==> config.mk <==
export PLATFORM = sky130hd
export DESIGN_NAME = bevel_fill_pixel_shader_unit
export DESIGN_NICKNAME = d
export VERILOG_FILES = /design/src/rtl/bfps_pkg.sv /design/src/rtl/bevel_fill_pixel_shader_unit.sv
export SDC_FILE = /design/constraint.sdc
export NUM_CORES = 1
export LEC_CHECK = 0
export BUFFER_PORTS_ARGS = -buffer_cell sky130_fd_sc_hd__buf_2
export CAP_MARGIN = 20
export CORE_ASPECT_RATIO = 1.4
export CORE_MARGIN = 4
export CORE_UTILIZATION = 30
export CTS_CLUSTER_DIAMETER = 100
export DETAILED_ROUTE_END_ITERATION = 16
export PLACE_DENSITY = 0.43
export SYNTH_ARGS = -nofsm -noshare
export SYNTH_HDL_FRONTEND = slang
export SYNTH_SLANG_ARGS = --single-unit
==> constraint.sdc <==
create_clock -name i_clk -period 6.8 [get_ports i_clk]
set_clock_uncertainty 0.2 [all_clocks]
set_input_delay 1.36 -clock i_clk [delete_from_list [all_inputs] [get_ports i_clk]]
set_output_delay 1.36 -clock i_clk [all_outputs]
set_load 0.005 [all_outputs]
==> src/rtl/bfps_pkg.sv <==
// Package for the bevel fill pixel shader: style codes and datapath constants.
// No dependencies; used by bevel_fill_pixel_shader_unit.
`default_nettype none

package bfps_pkg;

    typedef enum logic [2:0] {
        STYLE_FLAT   = 3'd0,
        STYLE_ROUND  = 3'd1,
        STYLE_SQUARE = 3'd2,
        STYLE_FRAME  = 3'd3,
        STYLE_SMOOTH = 3'd4,
        STYLE_POINT  = 3'd5,
        STYLE_RUFFLE = 3'd6
    } t_fill_style;

    localparam int STYLE_COUNT = 7;

    // Position is unsigned Q1.16
    localparam int ONE_I  = 65536;
    localparam int HALF_I = ONE_I / 2;

    // Square: p <= 0.3 keeps v, p >= 0.7 inverts
    localparam int SQ_LO_LT = (3 * ONE_I) / 10 + 1;
    localparam int SQ_HI_GE = (7 * ONE_I + 9) / 10;

    // Ruffle band edges (strict less-than thresholds)
    localparam int RF_BAND_A = (3 * ONE_I + 9) / 10;
    localparam int RF_LOW_A  = (3 * ONE_I + 19) / 20;
    localparam int RF_BAND_B = (6 * ONE_I + 9) / 10;
    localparam int RF_LOW_B  = (9 * ONE_I + 19) / 20;
    localparam int RF_LOW_C  = (8 * ONE_I + 9) / 10;

    // Blend midpoints
    localparam int MID_HI = 128;
    localparam int MID_LO = 127;

    // Flat alpha: 200*v/213 below the knee, 50*(1764-e^2)/441 above it
    localparam int FLAT_KNEE    = 213;
    localparam int FLAT_LO_GAIN = 200;
    localparam int FLAT_HI_GAIN = 50;
    localparam int FLAT_HI_BASE = 1764;
    localparam int FLAT_LO_DIV  = 213;
    localparam int FLAT_HI_DIV  = 441;
    localparam int SHIFT_LO     = 24;
    localparam int SHIFT_HI     = 26;
    localparam int RECIP_LO     = ((1 << SHIFT_LO) + FLAT_LO_DIV - 1) / FLAT_LO_DIV;
    localparam int RECIP_HI     = ((1 << SHIFT_HI) + FLAT_HI_DIV - 1) / FLAT_HI_DIV;
    localparam int ALPHA_MIN    = 1;
    localparam int ALPHA_MAX    = 254;

endpackage

`default_nettype wire

==> src/rtl/bevel_fill_pixel_shader_unit.sv <==
// Bevel fill pixel shader top level: four-stage pixel pipeline.
// Depends on bfps_pkg.
`default_nettype none

// Usage
//   Input channel: i_valid / o_stall with i_height_value and i_position.
//   A beat is taken on a rising edge with i_valid high and o_stall low.
//   Output channel: o_valid / i_stall with o_red, o_green, o_blue, o_alpha.
//   Configuration: i_cfg_valid / o_cfg_ready with i_cfg_data (fill style);
//   o_cfg_ready is always high. Change the style only while the pipe is empty.
//   Throughput: one pixel per clock while i_stall is low; four register
//   stages (operand prep, blend multiply, sum and reciprocal multiply,
//   output select) each hold one pixel, so a new beat enters every
//   cycle unless o_stall is high.
//   Stall: when i_stall holds the output register, each stage still loads
//   if the stage ahead of it is empty or moving, so bubbles close up; o_stall
//   rises only once every stage holds a pixel. Nothing is dropped or repeated.
//   Reset (i_rst_n low, synchronous): empty all stages, drop o_valid, set the
//   fill style to flat.
module bevel_fill_pixel_shader_unit (
    input  wire logic        i_clk,
    input  wire logic        i_rst_n,
    // input channel
    input  wire logic        i_valid,
    output logic             o_stall,
    input  wire logic [7:0]  i_height_value,
    input  wire logic [16:0] i_position,
    // output channel
    output logic             o_valid,
    input  wire logic        i_stall,
    output logic [7:0]       o_red,
    output logic [7:0]       o_green,
    output logic [7:0]       o_blue,
    output logic [7:0]       o_alpha,
    // configuration
    input  wire logic        i_cfg_valid,
    output logic             o_cfg_ready,
    input  wire logic [2:0]  i_cfg_data
);

    localparam logic [16:0] ONE  = 17'(bfps_pkg::ONE_I);
    localparam logic [16:0] HALF = 17'(bfps_pkg::HALF_I);

    // ---------------------------------------------------------------
    // Configuration register
    // ---------------------------------------------------------------
    logic [2:0] r_fill_style;

    assign o_cfg_ready = 1'b1;

    always_ff @(posedge i_clk) begin
        if (!i_rst_n) begin
            r_fill_style <= bfps_pkg::STYLE_FLAT;
        end else if (i_cfg_valid) begin
            r_fill_style <= i_cfg_data;
        end
    end

    // ---------------------------------------------------------------
    // Pipeline flow control: a stage loads when empty or when the
    // stage ahead of it moves.
    // ---------------------------------------------------------------
    logic r_v1, r_v2, r_v3, r_ov;
    logic w_adv1, w_adv2, w_adv3, w_adv_o;

    assign w_adv_o = !r_ov || !i_stall;
    assign w_adv3  = !r_v3 || w_adv_o;
    assign w_adv2  = !r_v2 || w_adv3;
    assign w_adv1  = !r_v1 || w_adv2;
    assign o_stall = !w_adv1;
    assign o_valid = r_ov;

    always_ff @(posedge i_clk) begin
        if (!i_rst_n) begin
            r_v1 <= 1'b0;
            r_v2 <= 1'b0;
            r_v3 <= 1'b0;
            r_ov <= 1'b0;
        end else begin
            if (w_adv1)  r_v1 <= i_valid;
            if (w_adv2)  r_v2 <= r_v1;
            if (w_adv3)  r_v3 <= r_v2;
            if (w_adv_o) r_ov <= r_v3;
        end
    end

    // ---------------------------------------------------------------
    // Stage 1: clamp position, prepare blend operands c + s*f/2^16,
    // decide the compare styles, square the flat excess.
    // ---------------------------------------------------------------
    logic [16:0]       w_pos;
    logic [16:0]       w_inv_pos;
    logic              w_half;
    logic [7:0]        w_vinv;
    logic [7:0]        w_c;
    logic signed [8:0] w_s;
    logic [16:0]       w_f;
    logic [7:0]        w_k;
    logic              w_rf_low;
    logic              w_lo;
    logic [5:0]        w_e;
    logic [7:0]        w_e_full;

    always_comb begin
        w_pos     = (i_position > ONE) ? ONE : i_position;
        w_inv_pos = ONE - w_pos;
        w_half    = (w_pos <= HALF);
        w_vinv    = ~i_height_value;
        w_c       = '0;
        w_s       = '0;
        w_f       = '0;
        w_k       = i_height_value;

        // ruffle: fold position into three bands
        if (w_pos < 17'(bfps_pkg::RF_BAND_A)) begin
            w_rf_low = (w_pos < 17'(bfps_pkg::RF_LOW_A));
        end else if (w_pos < 17'(bfps_pkg::RF_BAND_B)) begin
            w_rf_low = (w_pos < 17'(bfps_pkg::RF_LOW_B));
        end else begin
            w_rf_low = (w_pos < 17'(bfps_pkg::RF_LOW_C));
        end

        case (r_fill_style)
            bfps_pkg::STYLE_ROUND: begin
                w_c = w_half ? i_height_value : w_vinv;
                w_s = 9'(bfps_pkg::MID_HI) - $signed({1'b0, w_c});
                w_f = w_half ? {w_pos[15:0], 1'b0} : {w_inv_pos[15:0], 1'b0};
            end
            bfps_pkg::STYLE_FRAME, bfps_pkg::STYLE_SMOOTH: begin
                w_f = (r_fill_style == bfps_pkg::STYLE_FRAME) ? w_pos : w_inv_pos;
                if (i_height_value <= 8'(bfps_pkg::MID_HI)) begin
                    w_c = 8'(bfps_pkg::MID_HI);
                    w_s = $signed({1'b0, i_height_value}) - 9'(bfps_pkg::MID_HI);
                end else begin
                    w_c = 8'(bfps_pkg::MID_LO);
                    w_s = $signed({1'b0, i_height_value}) - 9'(bfps_pkg::MID_LO);
                end
            end
            bfps_pkg::STYLE_SQUARE: begin
                if (w_pos < 17'(bfps_pkg::SQ_LO_LT)) begin
                    w_k = i_height_value;
                end else if (w_pos >= 17'(bfps_pkg::SQ_HI_GE)) begin
                    w_k = w_vinv;
                end else begin
                    w_k = 8'(bfps_pkg::MID_HI);
                end
            end
            bfps_pkg::STYLE_POINT: begin
                w_k = (w_pos < HALF) ? i_height_value : w_vinv;
            end
            bfps_pkg::STYLE_RUFFLE: begin
                w_k = w_rf_low ? i_height_value : w_vinv;
            end
            default: begin
                w_k = i_height_value;
            end
        endcase

        w_lo     = (i_height_value < 8'(bfps_pkg::FLAT_KNEE));
        w_e_full = i_height_value - 8'(bfps_pkg::FLAT_KNEE);
        w_e      = w_e_full[5:0];
    end

    logic [2:0]        r1_style;
    logic [7:0]        r1_v;
    logic [7:0]        r1_c;
    logic signed [8:0] r1_s;
    logic [16:0]       r1_f;
    logic [7:0]        r1_k;
    logic              r1_lo;
    logic [11:0]       r1_esq;

    always_ff @(posedge i_clk) begin
        if (w_adv1) begin
            r1_style <= r_fill_style;
            r1_v     <= i_height_value;
            r1_c     <= w_c;
            r1_s     <= w_s;
            r1_f     <= w_f;
            r1_k     <= w_k;
            r1_lo    <= w_lo;
            r1_esq   <= {6'b0, w_e} * {6'b0, w_e};
        end
    end

    // ---------------------------------------------------------------
    // Stage 2: blend product s*f; flat numerator.
    // ---------------------------------------------------------------
    logic signed [26:0] w_prod;
    logic [16:0]        w_x_lo;
    logic [16:0]        w_x_hi;

    always_comb begin
        w_prod = r1_s * $signed({1'b0, r1_f});
        w_x_lo = {9'b0, r1_v} * 17'(bfps_pkg::FLAT_LO_GAIN);
        w_x_hi = 17'(bfps_pkg::FLAT_HI_GAIN)
               * (17'(bfps_pkg::FLAT_HI_BASE) - {5'b0, r1_esq});
    end

    logic [2:0]         r2_style;
    logic [7:0]         r2_v;
    logic [7:0]         r2_c;
    logic signed [26:0] r2_prod;
    logic [7:0]         r2_k;
    logic               r2_lo;
    logic [16:0]        r2_x;

    always_ff @(posedge i_clk) begin
        if (w_adv2) begin
            r2_style <= r1_style;
            r2_v     <= r1_v;
            r2_c     <= r1_c;
            r2_prod  <= w_prod;
            r2_k     <= r1_k;
            r2_lo    <= r1_lo;
            r2_x     <= r1_lo ? w_x_lo : w_x_hi;
        end
    end

    // ---------------------------------------------------------------
    // Stage 3: add the base, truncate; divide the flat numerator by a
    // reciprocal multiply.
    // ---------------------------------------------------------------
    logic signed [26:0] w_num;
    logic [17:0]        w_recip;

    always_comb begin
        w_num   = $signed({3'b0, r2_c, 16'b0}) + r2_prod;
        w_recip = r2_lo ? 18'(bfps_pkg::RECIP_LO) : 18'(bfps_pkg::RECIP_HI);
    end

    logic [2:0]  r3_style;
    logic [7:0]  r3_v;
    logic [7:0]  r3_kmix;
    logic [7:0]  r3_k;
    logic        r3_lo;
    logic [34:0] r3_y;

    always_ff @(posedge i_clk) begin
        if (w_adv3) begin
            r3_style <= r2_style;
            r3_v     <= r2_v;
            r3_kmix  <= w_num[23:16];
            r3_k     <= r2_k;
            r3_lo    <= r2_lo;
            r3_y     <= {18'b0, r2_x} * {17'b0, w_recip};
        end
    end

    // ---------------------------------------------------------------
    // Stage 4: clamp flat alpha, pick channels by style, hold on stall.
    // ---------------------------------------------------------------
    logic [7:0] w_alpha_raw;
    logic [7:0] w_alpha;
    logic [7:0] w_rgb;
    logic [7:0] w_a;

    always_comb begin
        w_alpha_raw = r3_lo ? r3_y[bfps_pkg::SHIFT_LO +: 8] : r3_y[bfps_pkg::SHIFT_HI +: 8];
        if (w_alpha_raw > 8'(bfps_pkg::ALPHA_MAX)) begin
            w_alpha = 8'(bfps_pkg::ALPHA_MAX);
        end else if (w_alpha_raw < 8'(bfps_pkg::ALPHA_MIN)) begin
            w_alpha = 8'(bfps_pkg::ALPHA_MIN);
        end else begin
            w_alpha = w_alpha_raw;
        end

        case (r3_style)
            bfps_pkg::STYLE_ROUND: begin
                w_rgb = r3_kmix;
                w_a   = r3_v;
            end
            bfps_pkg::STYLE_SQUARE: begin
                w_rgb = r3_k;
                w_a   = r3_v;
            end
            bfps_pkg::STYLE_FRAME, bfps_pkg::STYLE_SMOOTH: begin
                w_rgb = r3_kmix;
                w_a   = r3_kmix;
            end
            bfps_pkg::STYLE_POINT, bfps_pkg::STYLE_RUFFLE: begin
                w_rgb = r3_k;
                w_a   = r3_k;
            end
            default: begin
                // flat, and the unused code that acts as flat
                w_rgb = r3_v;
                w_a   = w_alpha;
            end
        endcase
    end

    always_ff @(posedge i_clk) begin
        if (w_adv_o) begin
            o_red   <= w_rgb;
            o_green <= w_rgb;
            o_blue  <= w_rgb;
            o_alpha <= w_a;
        end
    end

endmodule

`default_nettype wire

==> results.txt, run 1 <==
----------------------------------------------------
[CTS]
  CTS clock-pin slew for the worst setup and hold paths ... 0.07 ns
  # Post-CTS Setup Buffers ... 0
  Sink Count ... 177
  Clock root buffer ... clkbuf_16
  Maximum buffer depth of the clock tree ... 2
  Later-pin clock latency in the skew report ... 0.48 ns
  Count of hold-fix buffers inserted at cts ... 0
  CTS buffer count ... 17
  H-tree level count ... 4
  Clock tree from TritonCTS ... yes

[Routing]
  Drt drc ... 0
  Overall routed net length ... 55200 µm
  Total via count after detailed routing ... 14900
  Routed WL per cell ... 17.2 µm
  Iteration-0 DRC Markers ... 566
  Drt via density ... 4.64
  Count of nets left with antenna violations after detail routing ... 0
  Router iterations before antenna repair ... 4

[Synthesis]
  Largest area contributor in the netlist ... fa_1
  Post-synthesis sequential element count ... 177
  Main area contributors after synthesis ... fa_1 (25%), edfxtp_1 (24%), ha_1 (16%)
  Post-synthesis area per instance ... 10.1 µm²
  Cell with the most instances after synthesis ... inv_1
  Fraction of synthesized cell area taken by the top area cell type ... 25.1%
  EDFF count, synth ... 170
  Predominant post-synthesis flop cell ... edfxtp_1
  Post-synth cell types ... 77
  Area of the mapped netlist ... 21700 µm²
  Sequential area share after synthesis ... 24.2%
  Most instantiated cells after synthesis ... inv_1 (410), ha_1 (278), fa_1 (272)
  Cell count after synthesis ... 2157
  Synth warnings ... 0
  Proportion of synthesized flip-flops having asynchronous set or reset ... 0%

[Timing]
  Setup-violating endpoint count in the final report ... 0
  Unrepaired setup endpoints after global routing ... no
  Final hold violations ... 0
  Normalized max-slew margin ... 26.3%
  Shortest clock period the worst path allows after layout ... 6.49 ns
  Worst-Margin Slew ... 1.10 ns
  Number of max-slew violations in the final report ... 0
  Share of the cycle needed by the critical path after routing ... 95.4%
  Total negative slack ... 0 ns
  Fmax ... 154 MHz

[Run status]
  Status ... finished clean

[Worst setup path]
  Critical-path maximum fanout ... 6
  Crit path arrival time ... 6.52 ns
  Required time of the critical path ... 6.83 ns
  Category of the most critical setup path ... register to register
  Nature of the critical path endpoint ... register
  Crit-path slowest cell ... fa_1
  Cell type with the highest occurrence count on the critical path ... fa_1
  Sequence of cells on the critical path ... fa_1 > inv_1 > fa_1 > inv_1 > fa_1 > fa_1 > fa_1 > inv_1 > fa_1 > inv_1 > ha_1 > nand2_1 > o21ai_0 > a211o_1 > a211oi_2 > a21oi_2 > buf_4 > o211a_1 > o21ai_0 > a21oi_1
  Largest stage delay on the critical path ... 0.67 ns
  Startpoint type of the worst setup path ... register

[GRT]
  Number of global-route vias before repair ... 16300
  Overflow left after global routing ... 0
  Met3 global-route usage ... 2.02%
  Most crowded layer after global routing ... met2
  Global routing usage summed across all routing layers ... 14.8%
  Maximum number of pins on one net before global-route repair ... 47
  GR met1 Demand/Resource ... 15.9%
  Wire length of the first global-routing pass ... 89400 µm
  Met2 global-route usage ... 29.7%
  Number of antenna violations at the first check in global routing ... 4

[Layout]
  Area growth from synthesis to final layout ... 10.9%
  Layout cell share with drive strength beyond 1 ... 8.68%
  Number of nets in the layout ... 2827
  Layout Cells excl Fill ... 3204

[Floorplanning]
  Effective utilization at floorplan ... 30.3%
  Die height ... 326 µm
  Die W ... 235 µm
  Core area ... 71600 µm²
  Number of top-level pins ... 68
  Full die area ... 76800 µm²
  Standard-cell row count ... 116

[Hold path]
  Min-Delay Path Class ... register to register

[Placement]
  Number of placed cells counting well taps ... 3169
  Port buffer count ... 66
  Hpwl dp ... 46700 µm
  Routability cong. ... 0.810

[Run]
  Reported max-cap violation count ... 0

----------------------------------------------------
==> registers in the layout, summed over array words and instances, names as in the netlist, 3 cells and up <==
| name | cells |
|---|---|
| r3_y | 10 |
| r1_k | 8 |
| r3_style | 3 |
| r3_k | 8 |
| r1_s | 9 |
| r2_k | 8 |
| r3_v | 8 |
| r1_v | 8 |
| r_fill_style | 3 |
| r2_style | 3 |
| r2_prod | 8 |
| r2_c | 8 |
| r2_v | 8 |
| r1_style | 3 |
| r1_c | 8 |
| r1_f | 17 |
| o_blue | 8 |
| r1_esq | 11 |
| r2_x | 15 |
| r3_kmix | 8 |
| o_alpha | 8 |
==> worst max-delay path, delay by kind of cell (launching register included) <==
kind	cells	cell delay, ns
AOI/OAI and AO/OA	7	1.35
and+or+nand+nor	1	0.12
adders and majority gates	7	3.58
DFF	1	0.56
buffers and inverters	5	0.42
==> final timing paths <==
check	from	endpoint	slack [ns]	depth (start not counted)
setup / recovery	r2_x[15]	r3_y[31]	0.31	20
hold / removal	r2_k[2]	r3_k[2]	0.22	0
setup reg to reg	r2_x[15]	r3_y[31]	0.31	20
hold reg to reg	r2_k[2]	r3_k[2]	0.22	0
==> cells in the final DEF (no fill, tap or decap), drive strengths merged, types with 18 or more instances in the layout <==
cell type | netlist | routed
clkbuf | 55 | 18
inv | 410 | 417
buf | 34 | 139
fa | 272 | 272
nand2b | 39 | 39
a21oi | 78 | 78
conb | 2 | 20
mux2i | 27 | 27
xnor2 | 66 | 66
ha | 278 | 278
nor2 | 96 | 96
nor3 | 24 | 24
nand2 | 173 | 173
o21ai | 77 | 77
edfxtp | 170 | 170
xor2 | 26 | 26
and2 | 72 | 72
nor2b | 32 | 32
==> cell type report <==
class                           instances  area (µm²)
Antenna cell                            3        7.51
Multi-Input combinational cell       1498       14600
Clock inverter                         14         173
Sequential cell                       177        5250
Timing Repair Buffer                  139         891
Fill cell                            7283       47500
Tap cell                              944        1180
Clock buffer                           18         429
Inverter                              411        1540
==> per-layer routing <==
layer	vias to the layer above	wire, µm
li1	7205	-
met1	7410	21300
met2	191	31300
met3	55	1200
met4	0	1340
met5	-	0
==> repair_timing <==
| item | in CTS | in global routing |
|---|---|---|
| pin swaps | 0 | 2 |
| endpoints found under the setup margin | 1 | 6 |
| gates resized for setup | 1 | 5 |
==> cells by family (layout without fill, tap and decap cells) <==
kind of cell    count (synthesis)  after routing  share of synthesized area (%)
flops                         177            177                           24.2
mux                            32             32                           1.50
xor+xnor                       92             92                           3.71
simple gates                  499            499                           11.3
buf+inv                       500            582                           9.05
other cells                     2             23                         0.0346
compound gates                304            304                           9.09
fa+ha+maj                     551            551                           41.2
==> stage by stage <==
step	setup slack (ns)	area [µm²]	hold slack, ns	utilization (%)
after floorplan	0.431	21800	0.200	-
after global placement	0.0135	23400	0.201	32.8
after detailed placement	-0.0617	23400	0.205	32.8
after CTS	0.102	24000	0.220	33.6
after global routing	0.0234	24100	0.230	33.6
final	0.313	24100	0.216	33.6
Power of run 1 is not shown: default switching activity piles up to over one toggle a cycle in this logic, so the estimate is an artifact.
==> run 2, diff against run 1 <==
--- a/config.mk
+++ b/config.mk
@@ -10,9 +10,9 @@
 export CORE_ASPECT_RATIO = 1.4
 export CORE_MARGIN = 4
 export CORE_UTILIZATION = 30
-export CTS_CLUSTER_DIAMETER = 100
 export DETAILED_ROUTE_END_ITERATION = 16
 export PLACE_DENSITY = 0.43
+export SETUP_SLACK_MARGIN = 0.5
 export SYNTH_ARGS = -nofsm -noshare
 export SYNTH_HDL_FRONTEND = slang
 export SYNTH_SLANG_ARGS = --single-unit
==> run 2 against run 1 <==
Effect of this change: cell count rose by 0.62%; register-to-register slack improved by 0.15 ns; critical path type unchanged; largest cell class unchanged; critical path depth rose by 3.
==> results.txt, run 2 (synthesized netlist as in run 1, its figures left out) <==
----------------------------------------------------
[Run status]
  Status ... finished clean

[Layout]
  Most frequent standard cell in the layout excluding fill and tap cells ... inv_1
  Total area of multi-input combinational cells ... 14900 µm²
  Registers with the most flip-flops ... r1_f: 17 flops, r2_x: 15 flops, r1_esq: 11 flops
  Area taken by flip-flops and latches ... 5250 µm²
  Max FFs per register ... 17
  Register with the highest flop count ... r1_f
  Layout cell share with drive strength beyond 1 ... 12.4%
  Fill cell total of the finished layout ... 7234
  Number of nets in the layout ... 2847
  Most frequent cells in the layout ... inv_1 (395), ha_1 (268), fa_1 (265)
  Area growth from synthesis to final layout ... 13.2%

[Routing]
  Total via count after detailed routing ... 15000
  Iteration-0 DRC Markers ... 564
  Router iterations before antenna repair ... 5
  Drt via density ... 4.64
  Routed WL per cell ... 17.4 µm
  Drt drc ... 0
  Count of nets left with antenna violations after detail routing ... 0
  Overall routed net length ... 56200 µm

[Hold path]
  Number of stages on the worst hold path ... 0
  Hold path endpoint ... r3_k[5]
  Min-Delay Path Class ... register to register
  Beginning of the worst hold path ... r2_k[5]

[Timing]
  Setup-violating endpoint count in the final report ... 0
  Number of max-slew violations in the final report ... 0
  Fmax ... 158 MHz
  Shortest clock period the worst path allows after layout ... 6.34 ns
  Normalized max-slew margin ... 29.4%
  Unrepaired setup endpoints after global routing ... yes
  Share of the cycle needed by the critical path after routing ... 93.2%
  Worst-Margin Slew ... 1.06 ns
  Total negative slack ... 0 ns
  Final hold violations ... 0

[Worst setup path]
  Top delay family on crit path ... adder cells
  Crit path arrival time ... 6.37 ns
  Minimum setup slack among reg-to-reg paths ... 0.46 ns
  Required time of the critical path ... 6.83 ns
  Sequence of cells on the critical path ... buf_6 > buf_6 > nand2b_4 > fa_1 > inv_2 > fa_2 > fa_1 > fa_2 > fa_1 > inv_1 > fa_1 > inv_1 > ha_4 > nand2_2 > o21ai_1 > a211o_1 > a211oi_2 > a21oi_2 > buf_6 > buf_6 > o211a_4 > o21ai_2 > a21oi_2
  First element of the critical path ... r2_lo
  Nature of the critical path endpoint ... register
  Worst reg-to-reg path cell count ... 23
  Worst reg2reg endpoint ... r3_y[31]
  Critical-path maximum fanout ... 8
  Largest stage delay on the critical path ... 0.53 ns
  Startpoint type of the worst setup path ... register
  Buffer and inverter count on the worst path ... 7
  Startpoint of the most critical register-to-register path ... r2_lo
  Crit-path slowest cell ... fa_2
  Category of the most critical setup path ... register to register

[CTS]
  CTS clock-pin slew for the worst setup and hold paths ... 0.07 ns
  Maximum buffer depth of the clock tree ... 2
  Count of hold-fix buffers inserted at cts ... 0
  CTS buffer count ... 17
  Clock tree from TritonCTS ... yes
  Clock root buffer ... clkbuf_16
  H-tree level count ... 4
  Later-pin clock latency in the skew report ... 0.47 ns
  Sink Count ... 177

[GRT]
  Number of global-route vias before repair ... 16500
  Number of antenna violations at the first check in global routing ... 7
  Wire length of the first global-routing pass ... 90400 µm
  Overflow left after global routing ... 0
  Maximum number of pins on one net before global-route repair ... 47
  Global routing usage summed across all routing layers ... 15.0%

[Run]
  Reported max-cap violation count ... 0

[Placement]
  Routability cong. ... 0.829
  Port buffer count ... 66
  Hpwl dp ... 47200 µm

[Floorplanning]
  Core area ... 71600 µm²
  Standard-cell row count ... 116
  Die height ... 326 µm
  Full die area ... 76800 µm²
  Number of top-level pins ... 68
  Die W ... 235 µm
  Effective utilization at floorplan ... 30.3%

----------------------------------------------------
[run 2: changes by cell type in the layout (fill, tap and decap cells not counted), moves of 5 or more]
cell | before | now
ha_4 | 0 | 8
nand2_2 | 1 | 6
inv_1 | 410 | 395
buf_4 | 72 | 84
buf_6 | 0 | 6
fa_1 | 272 | 265
a21oi_2 | 1 | 6
fa_2 | 0 | 7
inv_2 | 0 | 15
ha_1 | 278 | 268
nand2_1 | 172 | 166
a21oi_1 | 77 | 72
[run 2: how the worst max path moves through the flow]
stage	end	slack (ns)	cells past startpoint
floorplan	r3_y[33]	0.51	23
global placement	r3_y[33]	-0.03	23
detailed placement	r3_y[33]	-0.02	23
CTS	r3_y[33]	0.49	23
global route	r3_y[31]	0.26	25
finish	r3_y[31]	0.46	23
[run 2: worst reg2reg max path: cells and delay by family (launching register included)]
family / cells / cell delay [ns]
buffers and inverters: 7 / 0.76
AND/OR/NAND/NOR: 2 / 0.22
AO/OA/AOI/OAI: 7 / 1.21
adder cells (fa/ha/maj): 7 / 3.21
flip-flops: 1 / 0.48
[run 2: per-stage QoR]
stage	cell area, µm²	hold slack, ns	setup slack (ns)	std cells	util, %
6_report	24600	0.220	0.462	3224	34.3
5_1_grt	24600	0.227	0.259	3222	34.3
4_1_cts	24400	0.222	0.489	3216	34.1
3_5_place_dp	23400	0.205	-0.0208	3172	32.8
3_3_place_gp	23400	0.201	-0.0291	3172	32.8
2_1_floorplan	21800	0.200	0.513	2175	-
[run 2: area by class of cell]
| class | count | share of cell area [%] |
|---|---|---|
| diodes | 3 | 0.0305 |
| repair buffers | 159 | 4.43 |
| clock buffers | 17 | 1.73 |
| well taps | 944 | 4.81 |
| clock inverters | 15 | 0.804 |
| inverters | 411 | 6.28 |
| flip-flops and latches | 177 | 21.3 |
| multi-input cells | 1498 | 60.6 |
[run 2: layer usage]
metal | vias up | track usage [%] | routed length (µm)
li1 | 7243 | - | -
met4 | 2 | 5.22 | 1790
met2 | 219 | 29.8 | 31700
met5 | - | 0 | 13
met1 | 7410 | 16.2 | 21400
met3 | 84 | 1.82 | 1300
[run 2: repair_timing]
| item | 4_1_cts | 5_1_grt |
|---|---|---|
| pin swaps | 47 | 40 |
| setup endpoints to repair | 13 | 11 |
| gates cloned | 1 | 0 |
| buffers inserted | 11 | 5 |
| resized for setup | 50 | 38 |
Power of run 2 is left out for the same reason.
==> run 3, diff against run 2 <==
--- a/config.mk
+++ b/config.mk
@@ -11,7 +11,7 @@
 export CORE_MARGIN = 4
 export CORE_UTILIZATION = 30
 export DETAILED_ROUTE_END_ITERATION = 16
-export PLACE_DENSITY = 0.43
+export PLACE_DENSITY = 0.41
 export SETUP_SLACK_MARGIN = 0.5
 export SYNTH_ARGS = -nofsm -noshare
 export SYNTH_HDL_FRONTEND = slang
==> constraint.sdc (replaced) <==
create_clock -name i_clk -period 8.12 [get_ports i_clk]
set_clock_uncertainty 0.2 [all_clocks]
set_input_delay 1.624 -clock i_clk [delete_from_list [all_inputs] [get_ports i_clk]]
set_output_delay 1.624 -clock i_clk [all_outputs]
set_load 0.005 [all_outputs]
==> run 3 against run 2 <==
Effect of this change: utilization is 1.3 points lower; fmax is 6.2% lower; clock-buffer cell count is 1 higher.
==> results.txt, run 3 (synthesized netlist as in run 1, its figures left out) <==
----------------------------------------------------
[Run status]
  Status ... finished clean

[Floorplanning]
  Number of top-level pins ... 68
  Standard-cell row count ... 116
  Core area ... 71600 µm²
  Die height ... 326 µm
  Effective utilization at floorplan ... 30.3%
  Full die area ... 76800 µm²
  Die W ... 235 µm

[Layout]
  Most frequent cells in the layout ... inv_1 (410), ha_1 (278), fa_1 (272)
  Register with the highest flop count ... r1_f
  Final Instance Area ... 23600 µm²
  Registers with the most flip-flops ... r1_f: 17 flops, r2_x: 15 flops, r1_esq: 11 flops
  Layout cell share with drive strength beyond 1 ... 6.39%
  Fill cell total of the finished layout ... 7375
  Area growth from synthesis to final layout ... 8.94%
  Utilization after layout ... 33.0%
  Max FFs per register ... 17
  Number of nets in the layout ... 2775
  Most frequent standard cell in the layout excluding fill and tap cells ... inv_1
  Layout Cells excl Fill ... 3153

[Worst setup path]
  Critical-path maximum fanout ... 11
  Sequence of cells on the critical path ... nand2_1 > inv_1 > ha_1 > inv_1 > fa_1 > fa_1 > inv_1 > fa_1 > fa_1 > inv_1 > fa_1 > inv_1 > ha_1 > a21oi_1 > o21ai_0 > a211o_1 > a211oi_1 > a21oi_1 > buf_4 > o21ai_0 > nand2_1 > a311oi_1
  Startpoint type of the worst setup path ... register
  Crit-path slowest cell ... edfxtp_1
  Nature of the critical path endpoint ... register
  Crit path arrival time ... 6.86 ns
  Category of the most critical setup path ... register to register
  Largest stage delay on the critical path ... 0.65 ns
  Required time of the critical path ... 8.23 ns

[Routing]
  Count of nets left with antenna violations after detail routing ... 0
  Total via count after detailed routing ... 14800
  Overall routed net length ... 56600 µm
  Length of routed met2 wiring ... 31400 µm
  Routed WL per cell ... 18.0 µm
  Top layer reached by signal wires ... met5
  DRT met1 WL ... 21400 µm
  Met3 wire length ... 1530 µm
  Router iterations before antenna repair ... 5
  Iteration-0 DRC Markers ... 493
  Drt via density ... 4.70
  Drt drc ... 0

[Timing]
  Normalized max-slew margin ... 39.2%
  Total negative slack ... 0 ns
  Shortest clock period the worst path allows after layout ... 6.76 ns
  Unrepaired setup endpoints after global routing ... no
  Fmax ... 148 MHz
  Final hold violations ... 0
  Share of the cycle needed by the critical path after routing ... 83.2%
  Number of max-slew violations in the final report ... 0
  Setup-violating endpoint count in the final report ... 0
  Worst-Margin Slew ... 0.912 ns

[Run]
  Reported max-cap violation count ... 0

[GRT]
  Overflow left after global routing ... 0
  Maximum number of pins on one net before global-route repair ... 65
  Global routing usage summed across all routing layers ... 15.1%
  Wire length of the first global-routing pass ... 90400 µm
  Number of global-route vias before repair ... 16400
  Number of antenna violations at the first check in global routing ... 9

[Hold path]
  Min-Delay Path Class ... register to register

[Placement]
  Routability cong. ... 0.820
  Port buffer count ... 66
  Hpwl dp ... 47700 µm
  Number of placed cells counting well taps ... 3117
  Cell Area, Placed ... 23000 µm²

[CTS]
  Count of hold-fix buffers inserted at cts ... 0
  Later-pin clock latency in the skew report ... 0.48 ns
  # Post-CTS Setup Buffers ... 0
  CTS clock-pin slew for the worst setup and hold paths ... 0.08 ns
  Sink Count ... 177
  H-tree level count ... 4
  Clock tree from TritonCTS ... yes
  CTS buffer count ... 17
  Clock root buffer ... clkbuf_16
  Number of cells upsized or downsized after cts ... 0
  Maximum buffer depth of the clock tree ... 2

----------------------------------------------------
==> run 3: final cells by class <==
type                       count  area, µm²  share of cell area (%)
multi-input combinational   1498      14600                    61.6
clock buffer                  18        429                    1.82
antenna                        4       10.0                  0.0423
sequential                   177       5250                    22.2
tap                          944       1180                    5.00
clock inverter                14        171                   0.725
timing repair buffer          87        488                    2.06
inverter                     411       1540                    6.53
==> run 3: metal layers <==
layer,GRT usage (%),vias to the layer above
li1,-,7084
met1,16.1,7418
met2,29.3,213
met3,2.37,97
met4,6.16,6
met5,0,-
==> run 3: worst paths after layout <==
| path | startpoint | to | slack, ns | cells past startpoint |
|---|---|---|---|---|
| worst max-delay path | r2_x[2] | r3_y[33] | 1.36 | 22 |
| worst min-delay path | r2_k[3] | r3_k[3] | 0.22 | 0 |
| worst max register to register | r2_x[2] | r3_y[33] | 1.36 | 22 |
| worst min register to register | r2_k[3] | r3_k[3] | 0.22 | 0 |
==> run 3: worst max-delay path, delay by kind of cell, from the launching register on <==
family                   cells  cell delay (ns)
flip-flops                   1             0.65
adder cells (fa/ha/maj)      7             3.08
AND/OR/NAND/NOR              2             0.39
AO/OA/AOI/OAI                7             1.58
buffers and inverters        6             0.67
==> run 3: stage by stage <==
stage / hold WS (ns) / setup WS [ns]
after floorplan: 0.200 / 1.75
after global placement: 0.202 / 1.29
after global routing: 0.226 / 1.00
after CTS: 0.219 / 1.26
final: 0.217 / 1.36
after detailed placement: 0.205 / 1.25
Power of run 3 is left out for the same reason.
